File: src/ttce_pkg.sv
// package for the text terminal character engine: sizes, codes and state type
package ttce_pkg;

  localparam int unsigned STORED_ROWS  = 64;
  localparam int unsigned COLUMNS      = 80;
  localparam int unsigned VISIBLE_ROWS = 25;
  localparam int unsigned STORE_CELLS  = STORED_ROWS * COLUMNS;

  localparam int unsigned POS_W  = 13;
  localparam int unsigned ROW_W  = $clog2(STORED_ROWS + 1);
  localparam int unsigned COL_W  = $clog2(COLUMNS);
  localparam int unsigned ADDR_W = $clog2(STORE_CELLS);
  localparam int unsigned VIEW_W = 6;
  localparam int unsigned SCR_W  = 11;
  localparam int unsigned WIDE_W = 10;

  localparam logic [1:0] CMD_PUT   = 2'd0;
  localparam logic [1:0] CMD_READ  = 2'd1;
  localparam logic [1:0] CMD_CLEAR = 2'd2;

  localparam logic [7:0] CH_NEWLINE   = 8'd10;
  localparam logic [7:0] CH_BACKSPACE = 8'd8;
  localparam logic [7:0] CH_TAB       = 8'd9;
  localparam logic [7:0] CH_SPACE     = 8'h20;

  localparam logic [7:0] RESET_COLOR  = 8'd15;
  localparam logic [6:0] RESET_PROMPT = 7'd16;

  localparam logic CFG_TEXT_COLOR    = 1'b0;
  localparam logic CFG_PROMPT_LENGTH = 1'b1;

  typedef enum logic [3:0] {
    ST_IDLE,
    ST_CLR,
    ST_NL_WAIT,
    ST_BS_WAIT,
    ST_BS_CHK,
    ST_BS_WR,
    ST_TAB,
    ST_INS_RD,
    ST_INS_WR,
    ST_INS_CHAR,
    ST_VIEW_GO,
    ST_VW_WAIT,
    ST_RD_WAIT,
    ST_DONE
  } state_t;

endpackage

File: src/ttce_div.sv
// iterative divider by the row length: one subtract per cycle
module ttce_div (
  input  logic                       clk,
  input  logic                       rst,
  input  logic                       start,
  input  logic [ttce_pkg::POS_W-1:0] dividend,
  output logic                       done,
  output logic [ttce_pkg::ROW_W-1:0] quot,
  output logic [ttce_pkg::COL_W-1:0] rem
);

  localparam logic [ttce_pkg::POS_W-1:0] COLS = ttce_pkg::POS_W'(ttce_pkg::COLUMNS);

  logic                       run;
  logic [ttce_pkg::POS_W-1:0] acc;

  assign done = run && (acc < COLS);
  assign rem  = acc[ttce_pkg::COL_W-1:0];

  always_ff @(posedge clk) begin
    if (rst) begin
      run <= 1'b0;
    end else if (start) begin
      run <= 1'b1;
    end else if (done) begin
      run <= 1'b0;
    end
  end

  always_ff @(posedge clk) begin
    if (start) begin
      acc  <= dividend;
      quot <= '0;
    end else if (run && !done) begin
      acc  <= acc - COLS;
      quot <= quot + 1'b1;
    end
  end

endmodule

File: config.mk
export PLATFORM = sky130hd
export DESIGN_NAME = ttce_div
export DESIGN_NICKNAME = d
export VERILOG_FILES = /design/src/ttce_pkg.sv /design/src/ttce_div.sv
export SDC_FILE = /design/constraint.sdc
export NUM_CORES = 1
export LEC_CHECK = 0
export BUFFER_PORTS_ARGS = -buffer_cell sky130_fd_sc_hd__buf_2
export CAP_MARGIN = 20
export CORE_UTILIZATION = 48
export CTS_BUF_LIST = sky130_fd_sc_hd__clkbuf_4 sky130_fd_sc_hd__clkbuf_8
export DETAILED_ROUTE_END_ITERATION = 12
export GPL_TIMING_DRIVEN = 0
export PLACE_DENSITY = 0.74
export SYNTH_ARGS = -nofsm -noshare
export SYNTH_HDL_FRONTEND = slang
export SYNTH_SLANG_ARGS = --single-unit
File: constraint.sdc
create_clock -name clk -period 3.89 [get_ports clk]
set_input_delay 0.5835 -clock clk [delete_from_list [all_inputs] [get_ports clk]]
set_output_delay 0.5835 -clock clk [all_outputs]
set_load 0.05 [all_outputs]
==> flow_summary.yaml <==
clocking:
  hold_buffers: 0
  clock-sinks: 21
  clkLatencyLatePin_ns: 0.29
  cts-root-buf: "clkbuf_4"
  clkTransAtPathRegs_ns: 0.11
  cts_buffers: 3
  cts_max_path_buffers: 2
  post_cts_buffers: 0
  h-tree-depth: 1
  cts_resized: 0
  tritoncts: "built"
timing:
  fmax_mhz: 409.0
  finalMaxSlewViolations: 0
  setup_viol: 0
  hold_viol: 0
  max_slew_margin: 0.6801
  fin_tns_setup_ns: 0
  post-route-period-util: 0.6285
  skew_ns: 0.001061
  tightest_slew_ns: 0.4798
  rsz0062_at_grt: "false"
  period_minus_slack_ns: 2.445
critical_path:
  worstSetupPathType: "reg2out"
  crit_chain: "or3_4 > nor4_1 > and2_1 > buf_2"
  path_buf_inv: 1
  crit_arrival_ns: 1.86
  cp-start-kind: "register"
  end_kind: "primary output"
  cpPeakStageDelay_ns: 0.47
  critPathSlowestCell: "edfxtp_1"
  worst-path-max-fanout: 5
  critPathRequiredTime_ns: 3.31
  cp_top_family: "simple AND/OR/NAND/NOR gates"
yosys:
  synth_compound_area_frac: 0.1084
  synth_area_um2: 1109
  syn_nets: 122
  synth_cell_types: 31
  synthSimpleGateAreaFrac: 0.1817
  avgSynthCellArea_um2: 10.66
  synth_xor_xnor_area_share: 0.06321
  yosys_warnings: 0
  synth_top_area_cell: "edfxtp_1"
  synth_cells: 104
  synth_mux_area_frac: 0.04289
  ys_ff_latch: 21
  synth_area_leaders: "edfxtp_1 (35%), dfxtp_1 (14%), buf_4 (4.7%)"
  synth_top_cell_area_share: 0.3521
  synthAdderAreaFrac: 0.02257
  synth_seq_area_share: 0.4966
  synth_top_family_by_area: "simple AND/OR/NAND/NOR gates"
layout:
  drive_above_1_share: 0.3869
  register_area_um2: 550.5
  antenna_cells: 0
  syn_to_final_growth_pct: 18.96
  multi_input_area_um2: 464.2
  final.fill_count: 203
  nNetsFinal: 156
die:
  die_x_um: 50.06
  core_region_area_um2: 2191
  io_pins: 31
  die_area_um2: 2506
  initial_utilization: 0.5060
  die_h_um: 50.06
  row_count: 17
detailed_routing:
  vias_per_cell: 5.085
  dr.first_iter.drc_count: 18
  drt_wl_total_um: 2015
  detail-route-antenna-nets: 0
  vias: 839
  wl_per_cell_um: 12.21
  drc: 0
  dr.pass1.iters: 4
grt:
  grt_max_degree: 12
  first_global_vias: 762
  grt_pass1_wl_um: 3312
  antenna_found_initial: 0
  track_usage: 0.1776
  gr-total-overflow: 0
min_path:
  hold_path_class: "in2reg"
placement:
  portBuffers: 29
  dpl.hpwl_um: 1481
  place.gp.congestion: 0.7941
power_and_ir_drop:
  pwr_density_cell_nw_per_um2: 397.1
  irDropWorstVdd_uv: 245.7
  fin_total_pwr_uw: 523.7
  p_leak_nw: 0.5458
run:
  maxCapViolations: 0
run_status:
  status: "finished, final reports clean"
==> report_power, final <==
part	switching (mW)	total, mW	internal [mW]
sequential	0.0180	0.281	0.263
clock	0.0622	0.109	0.0469
combinational	0.0794	0.134	0.0543
total	0.160	0.524	0.364
==> stage by stage <==
step                      setup WS [ns]  std cells  hold WS, ns  cell area (um2)    util
final                             1.445        165       0.4271             1319  0.6019
after global placement            1.804        161       0.4957             1289  0.5882
after detailed placement          1.794        161       0.5250             1289  0.5882
after CTS                         1.451        165       0.4191             1319  0.6019
after global routing              1.330        165       0.4141             1319  0.6019
after floorplan                   1.828        104       0.5994             1109       -
==> flip-flops by register name (all words and copies together) (netlist names) <==
signal  cells
quot        7
run         1
acc        13
==> synth_stat cells <==
library cell,number
o21ba_2,1
a21oi_1,3
edfxtp_1,13
nand4_1,2
nand2b_1,1
mux2_4,1
nor2_1,5
buf_6,1
buf_4,7
mux2i_1,1
nand2_1,7
nor4_1,2
o21ai_0,10
xor2_1,3
nor2b_1,3
o21a_1,1
ha_1,2
mux2_2,2
nand3_1,2
dfxtp_1,8
and2_1,5
nor3_1,3
or2_2,1
or3_4,1
o31a_2,1
nor3_2,1
xnor2_1,5
or3_2,3
o41ai_4,1
inv_1,4
clkbuf_1,4
==> layout by cell type, fill, tap and decap left out, types with 3 or more instances in the layout <==
cell / count
nor2_1: 5
dfxtp_1: 8
buf_4: 7
edfxtp_1: 13
clkbuf_4: 4
nand2_1: 7
a21oi_1: 3
nor2b_1: 3
xor2_1: 3
inv_1: 4
clkbuf_1: 4
xnor2_1: 5
o21ai_0: 10
or3_2: 3
nor3_1: 3
and2_1: 5
buf_2: 29
==> routing by layer <==
metal / GRT usage / wire, um / up-vias
met1: 0.2244 / 898 / 385
met2: 0.2911 / 1001 / 27
li1: - / - / 423
met5: 0 / 0 / -
met4: 0.08571 / 29 / 0
met3: 0.02778 / 86 / 4
==> final cells by class <==
type,instances,area share
buffer,12,0.05977
tap,28,0.02657
timing repair buffer,29,0.1101
inverter,4,0.01139
multi-input combinational,67,0.3520
clock buffer,4,0.02277
sequential,21,0.4175
==> final timing paths <==
check	start	cells after the start	slack, ns	end
max	acc[7]	4	1.45	done
min	rst	2	0.43	run
max reg2reg	acc[7]	4	1.92	run
min reg2reg	quot[4]	2	0.55	quot[4]
==> cell families after synthesis <==
group,Yosys count
multiplexers,4
buffers and inverters,16
adder cells (fa/ha/maj),2
AND/OR/NAND/NOR,36
XOR/XNOR,8
flip-flops,21
AO/OA/AOI/OAI,17
Power figures use the tool's default switching activity.
